==> config.mk <==
export PLATFORM = sky130hd
export DESIGN_NAME = nns_front
export DESIGN_NICKNAME = d
export VERILOG_FILES = /design/src/rtl/core/nearest_neighbor_image_scaler_macros.svh /design/src/rtl/core/nns_pkg.sv /design/src/rtl/core/nns_front.sv
export SDC_FILE = /design/constraint.sdc
export NUM_CORES = 1
export LEC_CHECK = 0
export ABC_CLOCK_PERIOD_IN_PS = 10300
export BUFFER_PORTS_ARGS = -buffer_cell sky130_fd_sc_hd__buf_2
export CAP_MARGIN = 20
export CORE_MARGIN = 1
export CORE_UTILIZATION = 55
export CTS_CLUSTER_DIAMETER = 30
export CTS_CLUSTER_SIZE = 30
export DETAILED_ROUTE_END_ITERATION = 7
export GPL_TIMING_DRIVEN = 1
export PLACE_DENSITY = 0.79
export SYNTH_ARGS = -nofsm -noshare
export SYNTH_HDL_FRONTEND = slang
export SYNTH_SLANG_ARGS = --single-unit
export TNS_END_PERCENT = 50
==> constraint.sdc <==
create_clock -name clk -period 10.3 [get_ports clk]
set_input_delay 0.515 -clock clk [delete_from_list [all_inputs] [get_ports clk]]
set_output_delay 0.515 -clock clk [all_outputs]
set_load 0.03 [all_outputs]
==> src/rtl/core/nearest_neighbor_image_scaler_macros.svh <==
// assertion helpers for the image scaler, empty when synthesizing
`ifndef NEAREST_NEIGHBOR_IMAGE_SCALER_MACROS_SVH
`define NEAREST_NEIGHBOR_IMAGE_SCALER_MACROS_SVH
`ifndef SYNTHESIS
// same-cycle implication
`define NNS_ASSERT_IMPL(label, clk, rst, ante, cons, msg) \
  label: assert property (@(posedge clk) disable iff (rst) (ante) |-> (cons)) \
    else $error(msg);
// next-cycle implication
`define NNS_ASSERT_NEXT(label, clk, rst, ante, cons, msg) \
  label: assert property (@(posedge clk) disable iff (rst) (ante) |=> (cons)) \
    else $error(msg);
`else
`define NNS_ASSERT_IMPL(label, clk, rst, ante, cons, msg)
`define NNS_ASSERT_NEXT(label, clk, rst, ante, cons, msg)
`endif
`endif

==> src/rtl/core/nns_pkg.sv <==
`timescale 1ns / 1ps
package nns_pkg;

  localparam int CHAN_BITS      = 8;
  localparam int DIM_BITS       = 9;
  localparam int POS_BITS       = 8;
  localparam int LOAD_ADDR_BITS = 16;
  localparam int PROD_BITS      = 2 * DIM_BITS;
  localparam int NUM_BITS       = PROD_BITS + 2;
  localparam int EA_BITS        = 2 * DIM_BITS;
  localparam int CFG_INDEX_BITS = 3;
  localparam int QUEUE_DEPTH    = 4;

  localparam logic KIND_LOAD = 1'b0;
  localparam logic KIND_EMIT = 1'b1;

  typedef enum logic [CFG_INDEX_BITS-1:0] {
    REG_SRC_WIDTH,
    REG_SRC_HEIGHT,
    REG_DST_WIDTH,
    REG_DST_HEIGHT,
    REG_ROUND_HALF
  } nns_reg_t;

  typedef struct packed {
    logic                 kind;
    logic [CHAN_BITS-1:0] in_red;
    logic [CHAN_BITS-1:0] in_green;
    logic [CHAN_BITS-1:0] in_blue;
  } nns_req_t;

  typedef struct packed {
    logic [CHAN_BITS-1:0] out_red;
    logic [CHAN_BITS-1:0] out_green;
    logic [CHAN_BITS-1:0] out_blue;
    logic [POS_BITS-1:0]  dest_col;
    logic [POS_BITS-1:0]  dest_row;
    logic                 last;
  } nns_pix_t;

  // effective sizes, already clamped to 1..max
  typedef struct packed {
    logic [DIM_BITS-1:0] src_width;
    logic [DIM_BITS-1:0] src_height;
    logic [DIM_BITS-1:0] dst_width;
    logic [DIM_BITS-1:0] dst_height;
    logic                round_half;
  } nns_cfg_t;

  // classified item as it travels from front to back
  typedef struct packed {
    logic                      kind;
    logic [CHAN_BITS-1:0]      red;
    logic [CHAN_BITS-1:0]      green;
    logic [CHAN_BITS-1:0]      blue;
    logic [LOAD_ADDR_BITS-1:0] load_addr;
    logic [DIM_BITS-1:0]       col;
    logic [DIM_BITS-1:0]       row;
    logic                      last;
  } nns_op_t;

  typedef struct packed {
    logic    push;
    nns_op_t op;
  } nns_qpush_t;

  typedef struct packed {
    logic    valid;
    nns_op_t op;
  } nns_qhead_t;

endpackage

==> src/rtl/core/nns_front.sv <==
`timescale 1ns / 1ps
module nns_front (
  input  logic                clk,
  input  logic                rst,
  input  nns_pkg::nns_cfg_t   cfg,
  input  logic                req_valid,
  output logic                req_stall,
  input  nns_pkg::nns_req_t   req,
  input  logic                q_full,
  output nns_pkg::nns_qpush_t qpush
);
  import nns_pkg::*;

  logic [LOAD_ADDR_BITS-1:0] load_addr;
  logic [DIM_BITS-1:0]       emit_col;
  logic [DIM_BITS-1:0]       emit_row;

  logic [EA_BITS-1:0]        frame_size;
  logic [LOAD_ADDR_BITS:0]   load_inc;
  logic [DIM_BITS:0]         col_inc;
  logic [DIM_BITS:0]         row_inc;
  logic                      end_col;
  logic                      end_row;
  logic                      accept;

  assign req_stall  = q_full;
  assign accept     = req_valid && !q_full;

  assign frame_size = EA_BITS'(cfg.src_width) * EA_BITS'(cfg.src_height);
  assign load_inc   = {1'b0, load_addr} + 1'b1;
  assign col_inc    = {1'b0, emit_col} + 1'b1;
  assign row_inc    = {1'b0, emit_row} + 1'b1;
  assign end_col    = col_inc >= {1'b0, cfg.dst_width};
  assign end_row    = row_inc >= {1'b0, cfg.dst_height};

  always_comb begin
    qpush.push         = accept;
    qpush.op.kind      = req.kind;
    qpush.op.red       = req.in_red;
    qpush.op.green     = req.in_green;
    qpush.op.blue      = req.in_blue;
    qpush.op.load_addr = load_addr;
    qpush.op.col       = emit_col;
    qpush.op.row       = emit_row;
    qpush.op.last      = end_col && end_row;
  end

  always_ff @(posedge clk) begin
    if (rst) begin
      load_addr <= '0;
      emit_col  <= '0;
      emit_row  <= '0;
    end else if (accept) begin
      if (req.kind == KIND_LOAD) begin
        // wrap once the whole source frame is in
        if (EA_BITS'(load_inc) >= frame_size) begin
          load_addr <= '0;
        end else begin
          load_addr <= load_inc[LOAD_ADDR_BITS-1:0];
        end
      end else begin
        if (end_col) begin
          emit_col <= '0;
          emit_row <= end_row ? '0 : row_inc[DIM_BITS-1:0];
        end else begin
          emit_col <= col_inc[DIM_BITS-1:0];
        end
      end
    end
  end

endmodule

**Yosys cells after proc, flatten, opt, wreduce, memory -nomap -nowiden**

Index checks and enable logic that the tools add are counted.

- Word-level logic and storage cells: 20
- Output and inout bits: 62
- Bits in registers: 34
- Bits of input ports: 66

- Add/subtract/negate cells: 3
- Reductions and logical operators: 6
- Bitwise operators: 1
- Mux-type cells: 3
- Multiply operators: 1
- Order comparisons: 3

Operators with widths:

| cell | number |
|---|---|
| adder 9 x 1 -> 10 bit, second input constant | 2 |
| >= comparator 10 x 9 -> 1 bit | 2 |
| >= comparator 17 x 18 -> 1 bit | 1 |
| multiplier 9 x 9 -> 18 bit | 1 |
| 2-to-1 mux 9 bit | 2 |
| adder 16 x 1 -> 17 bit, second input constant | 1 |
| 2-to-1 mux 16 bit | 1 |
| AND reduction 2 bit | 2 |
| AND reduction 3 bit | 1 |
| logical AND 1 bit | 2 |
| logical NOT 1 bit | 1 |
| NOT 1 bit | 1 |

**Logic depth before layout (Yosys ltp)**

- Depth after elaboration: 3
- Depth in mapped cells: 26
- Mapped depth without buffers: 24

**Worst setup path after synthesis**

Ideal clock, no wire load.

- Path type: input to register
- Start: input port cfg[21] (netlist name)
- End: register load_addr[7]
- Cell stages on the path: 25
- Buffers on the path: 2
- Library setup time: 0.070 ns
- Setup slack: 4.337 ns
- Data required time: 10.230 ns
- Data arrival time: 5.893 ns
- Path through: clkbuf_1 -> nand2_1 -> fa_1 -> inv_1 -> fa_1 -> ha_1 -> inv_1 -> fa_1 -> inv_1 -> fa_1 -> a21o_1 -> a21oi_2 -> o21bai_1 -> a2111o_1 -> a31o_1 -> a21oi_2 -> xor2_1 -> ha_1 -> and3_1 -> a211oi_1 -> o21ai_1 -> a31oi_4 -> buf_4 -> o22ai_1 -> a21oi_1

- Word-level cells in the longest chain between the ends: 3

Ends and longest elaborated chain:

| item | RTL line | source |
|---|---|---|
| from (decl) | nns_front.sv:5 | `input nns_pkg::nns_cfg_t cfg,` |
| multiplier 9 x 9 -> 18 bit | nns_front.sv:29 | `assign frame_size = EA_BITS'(cfg.src_width) * EA_BITS'(cfg.src_height);` |
| >= comparator 17 x 18 -> 1 bit | nns_front.sv:56 | `if (EA_BITS'(load_inc) >= frame_size) begin` |
| 2-to-1 mux 16 bit | nns_front.sv:56 |  |
| to (signal assigned) | nns_front.sv:59 | `load_addr <= load_inc[LOAD_ADDR_BITS-1:0];` |
| to (decl) | nns_front.sv:14 | `logic [LOAD_ADDR_BITS-1:0] load_addr;` |

No other way between the ends.
A chain may end at the register's enable or synchronous reset.

**Final worst setup path**

- Start: input port cfg[21] (netlist name)
- End: register load_addr[15]

Same word-level chain as after synthesis.

==> flow_summary.yaml <==
die:
  pin_count: 128
  die_w_um: 105.0
  dieArea_um2: 11020
  core_area_um2: 10320
  start_util_pct: 56.48
  rows: 37
  die_h_um: 105.0
pwr:
  seqPwrFrac_pct: 16.8
  internal_power_uw: 414.0
  irDropWorstVdd_uv: 93.13
  powerDensity_nw_per_um2: 127.8
  power_frac_clock_pct: 11.9
  switchingPower_uw: 373.0
  combPwrFrac_pct: 71.3
  fin_total_pwr_uw: 787.0
  cellLeakagePower_nw: 3.251
  p_sw_share_pct: 47.39
timing:
  fmax_mhz: 161.7
  fin_crit_sh_pct: 60.05
  final-setup-viol-count: 0
  period_needed_ns: 6.186
  relSlewSlack_pct: 37.49
  finalWorstSetupSlack_ns: 4.114
  rsz0062_at_grt: "no"
  tns_ns: 0
  holdWs_ns: 0.4833
  worst_pin_slew_ns: 0.9376
  skew_ns: 0.003661
  drv_slew: 0
  hold_viol: 0
worst_setup_path:
  crit_type: "input port to register"
  worstSetupEndpointType: "register"
  crit_top_cell: "fa_1"
  crit_required_ns: 10.50
  slowest_delay_ns: 0.55
  path_delay_family: "adder cells"
  cp_slowest_cell: "fa_1"
  crit_buf_inv: 4
  crit_arrival_ns: 6.39
  cp-start-kind: "input port"
  crit_fanout: 16
  crit_chain: "buf_2 -> nand2_1 -> fa_1 -> inv_1 -> fa_1 -> inv_1 -> fa_1 -> fa_1 -> inv_1 -> ha_1 -> o21ai_0 -> o21ai_1 -> nand2_1 -> o21ai_0 -> a2111oi_0 -> nor3_1 -> xnor2_1 -> ha_1 -> and3_1 -> a211oi_1 -> o21ai_1 -> a31oi_4 -> o211ai_1 -> a21oi_1"
placement:
  portBuffers: 78
  post-place-ws_ns: 3.882
  gp_congestion: 0.8258
  place_area_um2: 6081
  dpl.hpwl_um: 9815
route:
  drc: 0
  dr_total_vias: 4959
  vias_per_cell: 5.566
  avgRoutedWirePerCell_um: 13.75
  drtAntennaViolNets: 0
  drt_iter0_drc: 291
  drt-pass1-iter-count: 4
  wirelength_um: 12250
finish:
  drive_above_1_share_pct: 13.38
  area_growth_pct: 5.601
  seqCellArea_um2: 680.7
  multiInputGateArea_um2: 4419
  fillers: 926
  diodes: 0
  design_area_um2: 6157
  fin_nets: 947
status:
  status: "finished clean"
clock_network:
  post-cts-setup-buffers: 0
  cts_buffers: 5
  cts_resized: 0
  htreeDepth: 2
  clock_latency_ns: 0.28
  tritoncts: "yes"
  cts_root_buf: "clkbuf_8"
  clock-sinks: 34
  clk_path_buf_depth: 2
  cts.reportedPaths.clkPinSlew_ns: 0.06
  hold_buffers: 0
synthesis:
  ys_async_sr_fraction_pct: 0
  yosysTopAreaCellShare_pct: 17.17
  synth-seq-cells: 34
  syn_area_per_cell_um2: 8.109
  synth.most_common_cell: "inv_1"
  postSynthCellCount: 719
  syn-num-nets: 911
  yosysUniqueCellTypes: 61
  ys.flop_type: "dfxtp_1"
  syn_area_um2: 5831
  synth_common_cells: "inv_1, ha_1, nand2_1, and2_1, fa_1"
  seq_area_frac_synth_pct: 11.67
  synth.area.top_cells: "fa_1, ha_1, dfxtp_1, inv_1, and2_1"
  synth_edf_count: 0
  synth.largest_area_cell: "fa_1"
  yosys_warnings: 0
global_route:
  antenna_found_initial: 0
  grt_pass1_vias: 4899
  grt_pass1_wl_um: 21380
  gr-total-overflow: 0
  track_usage_pct: 23.05
  grt_max_degree: 48
flow_run:
  max_cap_violations: 0
hold_path:
  hp-class: "register to register"
-- sequential cells by signal (all words and copies together) (netlist names) --
| register | cells |
|---|---|
| emit_col | 9 |
| emit_row | 9 |
| load_addr | 16 |
-- layout make-up --
cell class	count	share of cell area, %
clock buffer	7	1.240
inverter	112	6.828
multi-input combinational	524	71.77
sequential	34	11.05
tap	136	2.764
timing repair buffer	78	6.340
-- metal layers --
layer,global-route usage (%),part of all wire [%]
met3,2.994,3.4
met4,5.332,1.4
met5,0,0
met2,42.05,51
met1,28.68,44
-- final timing paths --
kind                 from       endpoint  slack [ns]  cells after the start
min reg2reg  load_addr[1]   load_addr[1]        0.48                      2
max               cfg[21]  load_addr[15]        4.11                     24
min          load_addr[1]   load_addr[1]        0.48                      2
max reg2reg  load_addr[0]  load_addr[15]        6.66                     13
-- cells by family (layout without fill, tap and decap cells) --
logic type / after synthesis / count (layout) / share of synthesized area, %
adders and majority gates: 126 / 126 / 33.48
muxes: 1 / 1 / 0.1931
and+or+nand+nor: 233 / 233 / 21.59
xor gates and xnor gates: 39 / 39 / 5.858
buffers and inverters: 161 / 197 / 12.53
DFF: 34 / 34 / 11.67
AOI/OAI and AO/OA: 125 / 125 / 14.68
-- cell usage in the layout (no fill, tap or decap), types with 3 or more instances in the layout --
cell	Yosys	layout
nand4_1	8	8
inv_1	112	112
o21ai_0	16	16
nor2_1	21	21
and2_1	52	52
fa_1	50	50
and3_1	13	13
a22o_1	3	3
nor3_1	8	8
o32ai_1	5	5
a21oi_2	4	4
nand2b_1	7	7
a21o_1	13	13
nor3b_1	5	5
xor2_1	18	18
ha_1	76	76
xnor2_1	21	21
nand3_1	14	14
or3_1	7	7
nand2_1	74	74
a211oi_1	8	8
buf_2	2	78
a21oi_1	36	36
dfxtp_1	34	34
o22ai_1	10	10
o31ai_1	3	3
o211ai_1	6	6
nor2b_1	8	8
clkbuf_8	0	5
-- worst reg2reg max path, stage by stage, from the launching register on --
cell and delay (ns):
dfxtp_1 0.44, ha_1 0.25, and3_1 0.25, and3_1 0.31
and3_4 0.26, and3_4 0.21, and3_1 0.19, ha_1 0.25
and3_1 0.21, a211oi_1 0.23, o21ai_1 0.14, a31oi_4 0.45
o211ai_1 0.19, a21oi_1 0.20
-- power by group through the flow --
stage | Combinational, mW | Clock (mW) | Sequential, mW
6_report | 0.561 | 0.0933 | 0.133
5_1_grt | 0.646 | 0.101 | 0.132
2_1_floorplan | 0.467 | 0 | 0.136
3_3_place_gp | 0.540 | 0 | 0.135
4_1_cts | 0.566 | 0.0953 | 0.133
3_5_place_dp | 0.563 | 0 | 0.136
-- metrics by stage --
stage / util, % / std cells
after floorplan: - / 719
after CTS: 59.64 / 891
final: 59.64 / 891
after global routing: 59.64 / 891
after global placement: 58.90 / 884
after detailed placement: 58.90 / 884
Note: power is estimated with default switching activity, not from simulation.
