**src/rtl/core/nearest_neighbor_image_scaler_macros.svh**
```systemverilog
// assertion helpers for the image scaler, empty when synthesizing
`ifndef NEAREST_NEIGHBOR_IMAGE_SCALER_MACROS_SVH
`define NEAREST_NEIGHBOR_IMAGE_SCALER_MACROS_SVH
`ifndef SYNTHESIS
// same-cycle implication
`define NNS_ASSERT_IMPL(label, clk, rst, ante, cons, msg) \
  label: assert property (@(posedge clk) disable iff (rst) (ante) |-> (cons)) \
    else $error(msg);
// next-cycle implication
`define NNS_ASSERT_NEXT(label, clk, rst, ante, cons, msg) \
  label: assert property (@(posedge clk) disable iff (rst) (ante) |=> (cons)) \
    else $error(msg);
`else
`define NNS_ASSERT_IMPL(label, clk, rst, ante, cons, msg)
`define NNS_ASSERT_NEXT(label, clk, rst, ante, cons, msg)
`endif
`endif

```
**src/rtl/core/nns_pkg.sv**
```systemverilog
`timescale 1ns / 1ps
package nns_pkg;

  localparam int CHAN_BITS      = 8;
  localparam int DIM_BITS       = 9;
  localparam int POS_BITS       = 8;
  localparam int LOAD_ADDR_BITS = 16;
  localparam int PROD_BITS      = 2 * DIM_BITS;
  localparam int NUM_BITS       = PROD_BITS + 2;
  localparam int EA_BITS        = 2 * DIM_BITS;
  localparam int CFG_INDEX_BITS = 3;
  localparam int QUEUE_DEPTH    = 4;

  localparam logic KIND_LOAD = 1'b0;
  localparam logic KIND_EMIT = 1'b1;

  typedef enum logic [CFG_INDEX_BITS-1:0] {
    REG_SRC_WIDTH,
    REG_SRC_HEIGHT,
    REG_DST_WIDTH,
    REG_DST_HEIGHT,
    REG_ROUND_HALF
  } nns_reg_t;

  typedef struct packed {
    logic                 kind;
    logic [CHAN_BITS-1:0] in_red;
    logic [CHAN_BITS-1:0] in_green;
    logic [CHAN_BITS-1:0] in_blue;
  } nns_req_t;

  typedef struct packed {
    logic [CHAN_BITS-1:0] out_red;
    logic [CHAN_BITS-1:0] out_green;
    logic [CHAN_BITS-1:0] out_blue;
    logic [POS_BITS-1:0]  dest_col;
    logic [POS_BITS-1:0]  dest_row;
    logic                 last;
  } nns_pix_t;

  // effective sizes, already clamped to 1..max
  typedef struct packed {
    logic [DIM_BITS-1:0] src_width;
    logic [DIM_BITS-1:0] src_height;
    logic [DIM_BITS-1:0] dst_width;
    logic [DIM_BITS-1:0] dst_height;
    logic                round_half;
  } nns_cfg_t;

  // classified item as it travels from front to back
  typedef struct packed {
    logic                      kind;
    logic [CHAN_BITS-1:0]      red;
    logic [CHAN_BITS-1:0]      green;
    logic [CHAN_BITS-1:0]      blue;
    logic [LOAD_ADDR_BITS-1:0] load_addr;
    logic [DIM_BITS-1:0]       col;
    logic [DIM_BITS-1:0]       row;
    logic                      last;
  } nns_op_t;

  typedef struct packed {
    logic    push;
    nns_op_t op;
  } nns_qpush_t;

  typedef struct packed {
    logic    valid;
    nns_op_t op;
  } nns_qhead_t;

endpackage

```
**src/rtl/core/nns_queue.sv**
```systemverilog
`timescale 1ns / 1ps
module nns_queue #(
  parameter int DEPTH = 4,
  localparam int PW = (DEPTH > 1) ? $clog2(DEPTH) : 1,
  localparam int CW = $clog2(DEPTH + 1)
) (
  input  logic                clk,
  input  logic                rst,
  input  nns_pkg::nns_qpush_t qpush,
  output logic                full,
  input  logic                pop,
  output nns_pkg::nns_qhead_t head
);
  import nns_pkg::*;

  nns_op_t       slots [DEPTH];
  logic [PW-1:0] wr_ptr;
  logic [PW-1:0] rd_ptr;
  logic [CW-1:0] count;

  assign full       = count == CW'(DEPTH);
  assign head.valid = count != '0;
  assign head.op    = slots[rd_ptr];

  always_ff @(posedge clk) begin
    if (qpush.push) begin
      slots[wr_ptr] <= qpush.op;
    end
  end

  always_ff @(posedge clk) begin
    if (rst) begin
      wr_ptr <= '0;
      rd_ptr <= '0;
      count  <= '0;
    end else begin
      if (qpush.push) begin
        wr_ptr <= (wr_ptr == PW'(DEPTH - 1)) ? '0 : wr_ptr + 1'b1;
      end
      if (pop) begin
        rd_ptr <= (rd_ptr == PW'(DEPTH - 1)) ? '0 : rd_ptr + 1'b1;
      end
      if (qpush.push && !pop) begin
        count <= count + 1'b1;
      end else if (pop && !qpush.push) begin
        count <= count - 1'b1;
      end
    end
  end

endmodule

```
**config.mk**
```make
export PLATFORM = sky130hd
export DESIGN_NAME = nns_queue
export DESIGN_NICKNAME = d
export VERILOG_FILES = /design/src/rtl/core/nearest_neighbor_image_scaler_macros.svh /design/src/rtl/core/nns_pkg.sv /design/src/rtl/core/nns_queue.sv
export SDC_FILE = /design/constraint.sdc
export NUM_CORES = 1
export LEC_CHECK = 0
export BUFFER_PORTS_ARGS = -buffer_cell sky130_fd_sc_hd__buf_2
export CORE_MARGIN = 2
export CORE_UTILIZATION = 30
export CTS_CLUSTER_SIZE = 8
export DETAILED_ROUTE_END_ITERATION = 10
export HOLD_SLACK_MARGIN = 0.02
export SETUP_SLACK_MARGIN = 0.1
export SYNTH_ARGS = -nofsm -noshare
export SYNTH_HDL_FRONTEND = slang
export SYNTH_SLANG_ARGS = --single-unit
```
**constraint.sdc**
```tcl
create_clock -name clk -period 3.1 [get_ports clk]
set_clock_uncertainty 0.05 [all_clocks]
set_input_delay 0.155 -clock clk [delete_from_list [all_inputs] [get_ports clk]]
set_output_delay 0.155 -clock clk [all_outputs]
set_load 0.01 [all_outputs]
```
* Word-level counts from Yosys, hierarchy flattened
Memory sizes are Yosys's and may differ from the RTL's. A register that Yosys moved wholly into a read port is not among the register bits.
Index checks and enable logic that the tools add are counted.
** Word-level totals
- Register bits :: 7
- RAM bits :: 240
- Input port bits :: 64
- Output and inout port bits :: 62
- Logic and storage cells :: 25
- Memories :: 1
** Memories
- slots :: words 4, bits a word 60, rd ports 1, clocked after Yosys merged registers in 1, write ports 1, line nns_queue.sv:16 : nns_op_t slots [DEPTH];
** Cells by class
- Add/subtract/negate cells :: 4
- Equal/unequal tests :: 3
- Multiplexer cells :: 8
- Reduce and logical (&&, ||, !) cells :: 6
** Operators with widths (count)
- $mux W2 :: 4
- $mux W3 :: 2
- $add A2 B1 Y2 const B :: 2
- $eq A2 B2 Y1 const B :: 2
- $add A3 B1 Y3 const B :: 1
- $eq A3 B3 Y1 const B :: 1
- $reduce_bool A3 Y1 :: 1
- $sub A3 B1 Y3 const B :: 1
- $logic_and A1 B1 Y1 :: 2
- $logic_not A1 Y1 :: 2
- $mux W1 :: 2
- $reduce_bool A2 Y1 :: 1

* Depth between registers and ports, before layout
Gate-level depths: netlist of run 1.
- Depth after elaboration :: 4
- Depth in mapped cells :: 7
- Depth with buffers taken out :: 7

* Worst setup path after synthesis of run 1
Ideal clock, no wire load.
- Path kind :: register to register
- Start point :: reg wr_ptr[0]
- End point :: mem slots[3][0] (netlist bit), enable pin
- Library setup time :: 0.424 ns
- Arrival time :: 1.965 ns
- Required time :: 2.626 ns
- Setup slack :: 0.661 ns
- Cell stages (with the launch flop) :: 3
- Buffers on the path :: 0
- Period minus slack after synthesis :: 2.439 ns
- Path through :: dfxtp_1 -> ha_1 -> and2_1
** RTL lines
- start, declared :: line nns_queue.sv:17 : logic [PW-1:0] wr_ptr;
- start signal, assigned :: line nns_queue.sv:38 : wr_ptr <= (wr_ptr == PW'(DEPTH - 1)) ? '0 : wr_ptr + 1'b1;
- end, declared :: line nns_queue.sv:16
No word-level cell before the write port.

==> results of run 1 <==
[state kept, by name (all words and copies together) (netlist names), named ones only]
register	count
slots	240
rd_ptr	2
count	3
wr_ptr	2
[worst max-delay path: stages, from the launching register on]
cell and delay [ps]:
dfxtp_4 690, buf_4 380, mux4_2 550, buf_2 160
[how the worst max path moves through the flow]
stage                     slack, ps       from  depth (start not counted)          end
after floorplan                 660  wr_ptr[0]                          2  slots[3][0]
after global placement         1040       flop                          3     head[11]
after detailed placement       1020       flop                          3     head[44]
after CTS                       480       flop                          3     head[44]
after global routing            410       flop                          3     head[38]
final                           600       flop                          3     head[11]
[kinds of logic (layout without fill, tap and decap cells)]
group	after synthesis	count (layout)
buffers and inverters	18	240
adder cells (fa/ha/maj)	7	7
AO/OA/AOI/OAI	3	3
flip-flops	249	249
multiplexers	64	64
XOR/XNOR	2	2
AND/OR/NAND/NOR	15	15
[stage by stage]
step / cell area [um2] / total power [mW]
floorplan: 9170 / 4.35
global placement: 10200 / 4.58
detailed placement: 10200 / 4.61
CTS: 11800 / 8.14
global route: 11800 / 8.34
finish: 11800 / 7.98
[synthesized netlist by cell type]
master and instances:
nor3b_1 2, o21ai_0 1, buf_1 1, and2_1 4, buf_6 1, inv_1 4, buf_2 6, nor2_1 7
or3_1 2, ha_1 6, edfxtp_1 240, xor2_1 2, mux2i_1 4, a21oi_1 2, fa_1 1, dfxtp_1 9
mux4_2 60, buf_12 6
[where the power goes]
| part | internal, mW | leakage (nW) | switching (mW) | total (mW) |
|---|---|---|---|---|
| Combinational | 0.333 | 1.25 | 0.315 | 0.647 |
| Sequential | 3.87 | 2.28 | 0.0791 | 3.95 |
| Clock | 2.14 | 0.470 | 1.26 | 3.39 |
[layout make-up]
type | instances | share of cell area
Timing Repair Buffer | 191 | 0.110
Multi-Input combinational cell | 91 | 0.137
Clock buffer | 44 | 0.0818
Tap cell | 390 | 0.0415
Clock inverter | 1 | 0.000638
Sequential cell | 249 | 0.628
Inverter | 4 | 0.00128
[metal layers]
metal  vias up  share of wire  track usage
met5         -              0            0
met2       109           0.51        0.199
met4         0          0.031       0.0410
met1      2243           0.41        0.133
met3        45          0.047       0.0291
li1       1945              -            -
==> reports/metrics.csv, run 1 <==
metric,value,unit
Initial Util,0.307,
RR Startpoint,wr_ptr[1],
Yosys reg bits,249,
area of the multi-input gates,1610,um2
vias in the first global route,4947,
Max-Cap Viols,0,
Final Non-Filler Cells,970,
largest family of logic cells by synthesized area,multiplexers,
Syn Area/Cell,25.6,um2
cell count after synthesis,358,
CTS Buf Count,37,
Syn Nets,429,
CTS Root Cell,clkbuf_16,
Hold Path Depth,2,
Pins Over Slew Limit,0,
"Clk Latency, worst-skew pair",480,ps
area share of the largest cell type after synthesis,0.786,
Reg area,7390,um2
synthesized cell area,9170,um2
# Post-CTS Setup Buffers,0,
Peak VDD IR,0.444,mV
# nets final,645,
Placed Cells,861,
Synth Warn #,0,
CTS tree,built,
I/O Buffers,125,
antenna cells,0,
CTS resizes,0,
crit path max fanout,24,
first-pass GRT wire length,27100,um
die footprint,32000,um2
"most common cell after layout, fill and taps aside",edfxtp_1,
die height,179,um
WL final,17700,um
final hold slack,374,ps
status,"finished, final reports clean",
final setup vio count,0,
dpl hpwl,9530,um
DRC violations left,0,
Max transition margin,0.318,
Final WS setup,605,ps
Via density,4.48,
Final Util,0.394,
Place WS,1020,ps
Core Rows,63,
Pre-Repair DR Iteration Count,4,
Worst Hold Class,in2reg,
most frequent cells in the layout,"edfxtp_1, buf_2, dlygate4sd3_1, mux4_2, clkbuf_16",
Worst setup SP type,flop,
Overflow after GRT,0,
Worst-Margin Slew,1020,ps
Post-CTS Hold Buffers,64,
WL/cell,18.2,um
clock-pin slew on the worst setup and hold paths,50,ps
Cell Pwr Density,678,nW/um2
critical path arrival,2290,ps
pin count of the biggest net entering global routing,61,
IO Pins,126,
Fin. Hold Viols,0,
area grow syn2layout,28.4,%
CTS sink cnt,249,
share of cells above drive strength 1,0.400,
Synth Area in Adders,0.0104,
RSZ-0062 raised after global routing,no,
worst r2r dst,slots[0][24],
Core ar.,29900,um2
Tmin final,2500,ps
setup TNS,0,ps
Die Wd,179,um
initial antenna violation count,0,
Synth Area in Compound Gates,0.00164,
largest cells by area after synthesis,"edfxtp_1, mux4_2, dfxtp_1",
Leak Pwr,4.00,nW
sequential share of the synthesized area,0.806,
final critical-path share of the clock period,0.805,
initial drt markers,242,
ANT nets after route,0,
Fillers,2682,
mux share of post-synthesis cell area,0.152,
Post-Synth Simple-Gate Area,0.00860,
R2R setup slack,1220,ps
CTS Buffer Depth,3,
worst-case hold path end point,slots[2][9],
GRT Util Overall,0.113,
hold path startpoint,qpush[9],
largest area contributor in the netlist,edfxtp_1,
routability congestion estimate,0.649,
Worst setup EP type,primary output,
Vias,4342,
post-synth cell types,18,
R2R depth,3,
post-synthesis xor/xnor area fraction,0.00191,
critical path start-end classification,reg2out,
Max H-tree Level,2,
Worst EP required,2890,ps
fmax,0.401,GHz
Power figures use the tool's default switching activity.
==> run 2, diff against run 1 <==
==> constraint.sdc (replaced) <==
create_clock -name clk -period 2.5 [get_ports clk]
set_clock_uncertainty 0.05 [all_clocks]
set_input_delay 0.125 -clock clk [delete_from_list [all_inputs] [get_ports clk]]
set_output_delay 0.125 -clock clk [all_outputs]
set_load 0.01 [all_outputs]
==> run 2 against run 1 <==
  * Via count rose by 3.5%
  * Global-route usage rose by 0.13 points
  * Cell count rose by 2.7%
  * Combinational power rose by 36%
  * Sequential share of layout area fell by 1.3 points
  * Critical path type unchanged
  * Power rose by 26%
  * Setup slack got worse by 300 ps
  * Critical endpoint is now head[12]
==> reports/metrics.csv, run 2 (synthesis results as in run 1) <==
metric,value,unit,change
fmax,0.456,GHz,
final setup vio count,0,,unchanged
antenna cells,0,,unchanged
Pre-Repair DR Iteration Count,4,,unchanged
die footprint,32000,um2,unchanged
critical path arrival,2020,ps,was 2290 ps
status,"finished, final reports clean",,unchanged
Final Non-Filler Cells,996,,was 970
Core ar.,29900,um2,unchanged
Vias,4492,,"was 4,342"
Die Wd,179,um,unchanged
Fillers,2640,,"was 2,682"
critical-path cell list,buf_12 -> mux4_2 -> buf_2,,was buf_4 -> mux4_2 -> buf_2
CTS sink cnt,249,,unchanged
Place WS,595,ps,was 1020 ps
die height,179,um,unchanged
Peak VDD IR,0.453,mV,was 0.444 mV
vias in the first global route,4897,,"was 4,947"
Worst Hold Class,in2reg,,unchanged
Worst setup EP type,primary output,,unchanged
final critical-path share of the clock period,0.877,,
RSZ-0062 raised after global routing,no,,unchanged
most frequent cells in the layout,"edfxtp_1, buf_2, dlygate4sd3_1, mux4_2, clkbuf_16",,unchanged
CP bufs+invs,2,,unchanged
WL final,18200,um,"was 17,700 um"
Max-Cap Viols,0,,unchanged
setup TNS,0,ps,unchanged
DRC violations left,0,,unchanged
critical path start-end classification,reg2out,,unchanged
Fin. Hold Viols,0,,unchanged
Tmin final,2190,ps,
CTS Buffer Depth,3,,unchanged
Worst-Margin Slew,480,ps,was 1020 ps
Leak Pwr,4.12,nW,was 4.00 nW
CTS tree,built,,unchanged
biggest regs,"slots (240), count (3)",,unchanged
Placed Cells,873,,was 861
Initial Util,0.307,,unchanged
share of cells above drive strength 1,0.413,,was 0.400
"Slowest-stage cell, CP",dfxtp_4,,unchanged
Final WS setup,306,ps,was 605 ps
I/O Buffers,125,,unchanged
Largest Register,slots,,unchanged
Pins Over Slew Limit,0,,unchanged
max reg flops,240,,unchanged
WL/cell,18.2,um,about the same
CTS Root Cell,clkbuf_16,,unchanged
routability congestion estimate,0.646,,was 0.649
crit path max fanout,33,,was 24
GRT Util Overall,0.114,,was 0.113
Max H-tree Level,2,,unchanged
clock-pin slew on the worst setup and hold paths,50,ps,about the same
# nets final,660,,was 645
Overflow after GRT,0,,unchanged
area grow syn2layout,31.1,%,was 28.4%
Worst EP required,2330,ps,was 2890 ps
"slowest stage delay, CP",640,ps,was 690 ps
Worst setup SP type,flop,,unchanged
Top Family by Delay on Critical Path,flip-flops,,unchanged
dpl hpwl,11000,um,was 9530 um
design area,12000,um2,"was 11,800 um2"
initial antenna violation count,0,,unchanged
initial drt markers,202,,was 242
Via density,4.51,,was 4.48
placed inst area,10300,um2,"was 10,200 um2"
ANT nets after route,0,,unchanged
IO Pins,126,,unchanged
CTS Buf Count,37,,unchanged
"Clk Latency, worst-skew pair",490,ps,was 480 ps
"most common cell after layout, fill and taps aside",edfxtp_1,,unchanged
first-pass GRT wire length,27400,um,"was 27,100 um"
Cell Pwr Density,841,nW/um2,was 678 nW/um2
CTS resizes,0,,unchanged
Core Rows,63,,unchanged
pin count of the biggest net entering global routing,34,,was 61
Max transition margin,0.680,,was 0.318
==> run 2: cell types whose count changed in the layout (fill, tap and decap cells not counted), sizes merged <==
cell         previous run  this run
clkbuf                 44        52
dlygate4sd3            64        63
clkinv                  0         1
buf                   127       143
inv                     4         7
clkinvlp                1         0
==> run 2: final timing paths <==
kind / from / to / slack, ps / depth (start not counted)
min reg2reg: count[2] / count[2] / 480 / 2
max: flop / head[12] / 310 / 3
max reg2reg: wr_ptr[0] / slots[2][13] / 740 / 4
min: qpush[37] / slots[0][37] / 320 / 2
==> run 2: per-layer routing <==
metal	track usage	vias to the layer above	routed length [um]
li1	-	1992	-
met1	0.145	2350	7890
met2	0.193	110	9050
met3	0.0274	40	807
met4	0.0383	0	422
met5	0	-	0
==> run 2: cell type report <==
cell class / instances / area [um2] / share of cell area
Clock buffer: 52 / 982 / 0.0818
Timing Repair Buffer: 206 / 1480 / 0.123
Multi-Input combinational cell: 91 / 1610 / 0.134
Clock inverter: 4 / 46.3 / 0.00385
Inverter: 4 / 15.0 / 0.00125
Sequential cell: 249 / 7390 / 0.616
Tap cell: 390 / 488 / 0.0406
==> run 2: power breakdown <==
part           total (mW)  internal, mW  switching [mW]
Clock                4.36          2.71            1.65
Sequential           4.86          4.79          0.0684
Combinational       0.882         0.446           0.437
==> run 2: per-stage QoR <==
step / utilization / total power [mW] / hold slack [ps]
2_1_floorplan: - / 5.39 / 144
3_3_place_gp: 0.345 / 5.72 / 284
3_5_place_dp: 0.345 / 5.75 / 294
4_1_cts: 0.402 / 10.3 / 294
5_1_grt: 0.402 / 10.5 / 319
6_report: 0.402 / 10.1 / 323
==> run 2: repair_timing <==
action	CTS	global route
hold buffers	63	0
setup buffers	4	0
hold endpoints to repair	249	0
setup endpoints to repair	29	0
==> run 3, diff against run 2 <==
--- a/config.mk
+++ b/config.mk
@@ -6,11 +6,13 @@
 export NUM_CORES = 1
 export LEC_CHECK = 0
 export BUFFER_PORTS_ARGS = -buffer_cell sky130_fd_sc_hd__buf_2
+export CAP_MARGIN = 10
 export CORE_MARGIN = 2
 export CORE_UTILIZATION = 30
 export CTS_CLUSTER_SIZE = 8
 export DETAILED_ROUTE_END_ITERATION = 10
 export HOLD_SLACK_MARGIN = 0.02
+export PLACE_DENSITY = 0.44
 export SETUP_SLACK_MARGIN = 0.1
 export SYNTH_ARGS = -nofsm -noshare
 export SYNTH_HDL_FRONTEND = slang
==> constraint.sdc (replaced) <==
create_clock -name clk -period 2.1 [get_ports clk]
set_clock_uncertainty 0.05 [all_clocks]
set_input_delay 0.105 -clock clk [delete_from_list [all_inputs] [get_ports clk]]
set_output_delay 0.105 -clock clk [all_outputs]
set_load 0.01 [all_outputs]
==> run 3 against run 2 <==
  * Global-route usage rose by 0.56 points
  * Clock power rose by 20%
  * Flip-flop and latch count did not move
  * Power rose by 22%
  * Sequential power rose by 19%
  * Largest cell class unchanged
==> reports/metrics.csv, run 3 (synthesis results as in run 1) <==
metric,value,unit,change
Fillers,2625,,"was 2,640"
biggest regs,"slots (240), count (3)",,unchanged
R2R setup slack,570,ps,was 740 ps
routability congestion estimate,0.696,,was 0.646
clock-pin slew on the worst setup and hold paths,50,ps,about the same
Max-Cap Viols,0,,unchanged
setup TNS,0,ps,unchanged
area grow syn2layout,36.8,%,was 31.1%
die footprint,32000,um2,unchanged
ANT nets after route,0,,unchanged
Leak Pwr,4.31,nW,was 4.12 nW
crit path max fanout,6,,was 33
Core Rows,63,,unchanged
initial antenna violation count,1,,was 0
Core ar.,29900,um2,unchanged
Worst Hold Class,in2reg,,unchanged
most frequent cells in the layout,"edfxtp_1, buf_2, dlygate4sd3_1, mux4_2, buf_6",,"was edfxtp_1, buf_2, dlygate4sd3_1, mux4_2, clkbuf_16"
Largest Register,slots,,unchanged
Worst setup EP type,primary output,,unchanged
Pins Over Slew Limit,0,,unchanged
pin count of the biggest net entering global routing,61,,was 34
share of cells above drive strength 1,0.423,,was 0.413
RR Startpoint,count[0],,was wr_ptr[0]
# nets final,665,,was 660
vias in the first global route,4962,,"was 4,897"
Via density,4.52,,was 4.51
Top Family by Delay on Critical Path,multiplexers,,was flip-flops
CP bufs+invs,3,,was 2
CTS Buffer Depth,3,,unchanged
WL final,19100,um,"was 18,200 um"
Tmin final,2040,ps,
"Slowest-stage cell, CP",mux4_2,,was dfxtp_4
dpl hpwl,10700,um,"was 11,000 um"
RSZ-0062 raised after global routing,yes,,was no
Hold Path Depth,2,,unchanged
DR WL met3,1100,um,was 807 um
I/O Buffers,125,,unchanged
final hold slack,305,ps,was 323 ps
CTS sink cnt,249,,unchanged
hold path startpoint,qpush[42],,was qpush[37]
"most common cell after layout, fill and taps aside",edfxtp_1,,unchanged
GRT Util Overall,0.120,,was 0.114
Cell Pwr Density,982,nW/um2,was 841 nW/um2
Die Wd,179,um,unchanged
Power Total,12.3,mW,was 10.1 mW
CTS Buf Count,37,,unchanged
uppermost layer routed,met4,,unchanged
met1 WL,8360,um,was 7890 um
Vias,4497,,"was 4,492"
Initial Util,0.307,,unchanged
max reg flops,240,,unchanged
Worst EP required,1950,ps,was 2330 ps
Overflow after GRT,0,,unchanged
critical path arrival,1890,ps,was 2020 ps
initial drt markers,253,,was 202
first-pass GRT wire length,28600,um,"was 27,400 um"
Worst-Margin Slew,403,ps,was 480 ps
"slowest stage delay, CP",550,ps,was 640 ps
Max transition margin,0.731,,was 0.680
worst-case hold path end point,slots[1][42],,was slots[0][37]
WL/cell,19.2,um,was 18.2 um
R2R depth,4,,unchanged
DRC violations left,0,,unchanged
Peak VDD IR,0.489,mV,was 0.453 mV
fmax,0.490,GHz,
Worst setup SP type,flop,,unchanged
status,"finished, final reports clean",,unchanged
Pre-Repair DR Iteration Count,5,,was 4
Fin. Hold Viols,0,,unchanged
final setup vio count,0,,unchanged
Max H-tree Level,2,,unchanged
critical-path cell list,buf_12 -> buf_6 -> mux4_2 -> buf_2,,was buf_12 -> mux4_2 -> buf_2
final critical-path share of the clock period,0.972,,
IO Pins,126,,unchanged
CTS tree,built,,unchanged
metal2 WL,9300,um,was 9050 um
CTS Root Cell,clkbuf_16,,unchanged
worst r2r dst,count[2],,was slots[2][13]
die height,179,um,unchanged
critical path start-end classification,reg2out,,unchanged
"Clk Latency, worst-skew pair",500,ps,was 490 ps
==> run 3: timing repair <==
action | in CTS | in global routing
hold buffers | 63 | 0
endpoints found under the hold margin | 249 | 0
cloned | 2 | 3
setup endpoints to repair | 54 | 57
resized for setup | 7 | 53
setup buffers | 4 | 1
==> run 3: area by class of cell <==
class	count	area (um2)	share of cell area
diodes	1	2.50	0.000200
clock buffers	46	1000	0.0799
clock inverters	2	17.5	0.00140
inverters	4	15.0	0.00120
multi-input cells	91	1610	0.128
flip-flops and latches	249	7390	0.590
well taps	390	488	0.0389
repair buffers	211	2010	0.160
==> run 3: per-stage QoR <==
step / setup slack, ps / utilization / cell area (um2) / instances
after floorplan: 309 / - / 9170 / 358
after global placement: 382 / 0.347 / 10400 / 872
after detailed placement: 388 / 0.347 / 10400 / 872
after CTS: 23.4 / 0.407 / 12200 / 989
after global routing: -5.50 / 0.420 / 12500 / 993
final: 58.5 / 0.420 / 12500 / 994
==> run 3: worst max-delay path by stage <==
| stage | startpoint | endpoint | slack (ps) | depth (start not counted) |
|---|---|---|---|---|
| 6_report | flop | head[47] | 60 | 4 |
| 2_1_floorplan | wr_ptr[0] | slots[3][0] | 310 | 2 |
| 3_5_place_dp | flop | head[36] | 390 | 3 |
| 4_1_cts | flop | head[49] | 20 | 4 |
| 5_1_grt | flop | head[47] | -6 | 4 |
| 3_3_place_gp | flop | head[38] | 380 | 3 |
==> run 3: per-layer routing <==
layer / vias to the layer above / GRT usage
met3: 36 / 0.0318
li1: 1994 / -
met1: 2346 / 0.157
met4: 0 / 0.0366
met2: 121 / 0.196
met5: - / 0
==> run 3: worst reg2reg max path, delay by kind of cell, from the launching register on <==
family / cells / cell delay (ps)
AO/OA/AOI/OAI: 1 / 140
XOR/XNOR: 1 / 170
adder cells (fa/ha/maj): 1 / 440
flip-flops: 1 / 350
AND/OR/NAND/NOR: 1 / 310
==> run 3: power breakdown <==
group | internal, mW | switching [mW] | total, mW
Sequential | 5.70 | 0.0580 | 5.76
Combinational | 0.727 | 0.591 | 1.32
Clock | 3.29 | 1.94 | 5.23
Total | 9.72 | 2.59 | 12.3
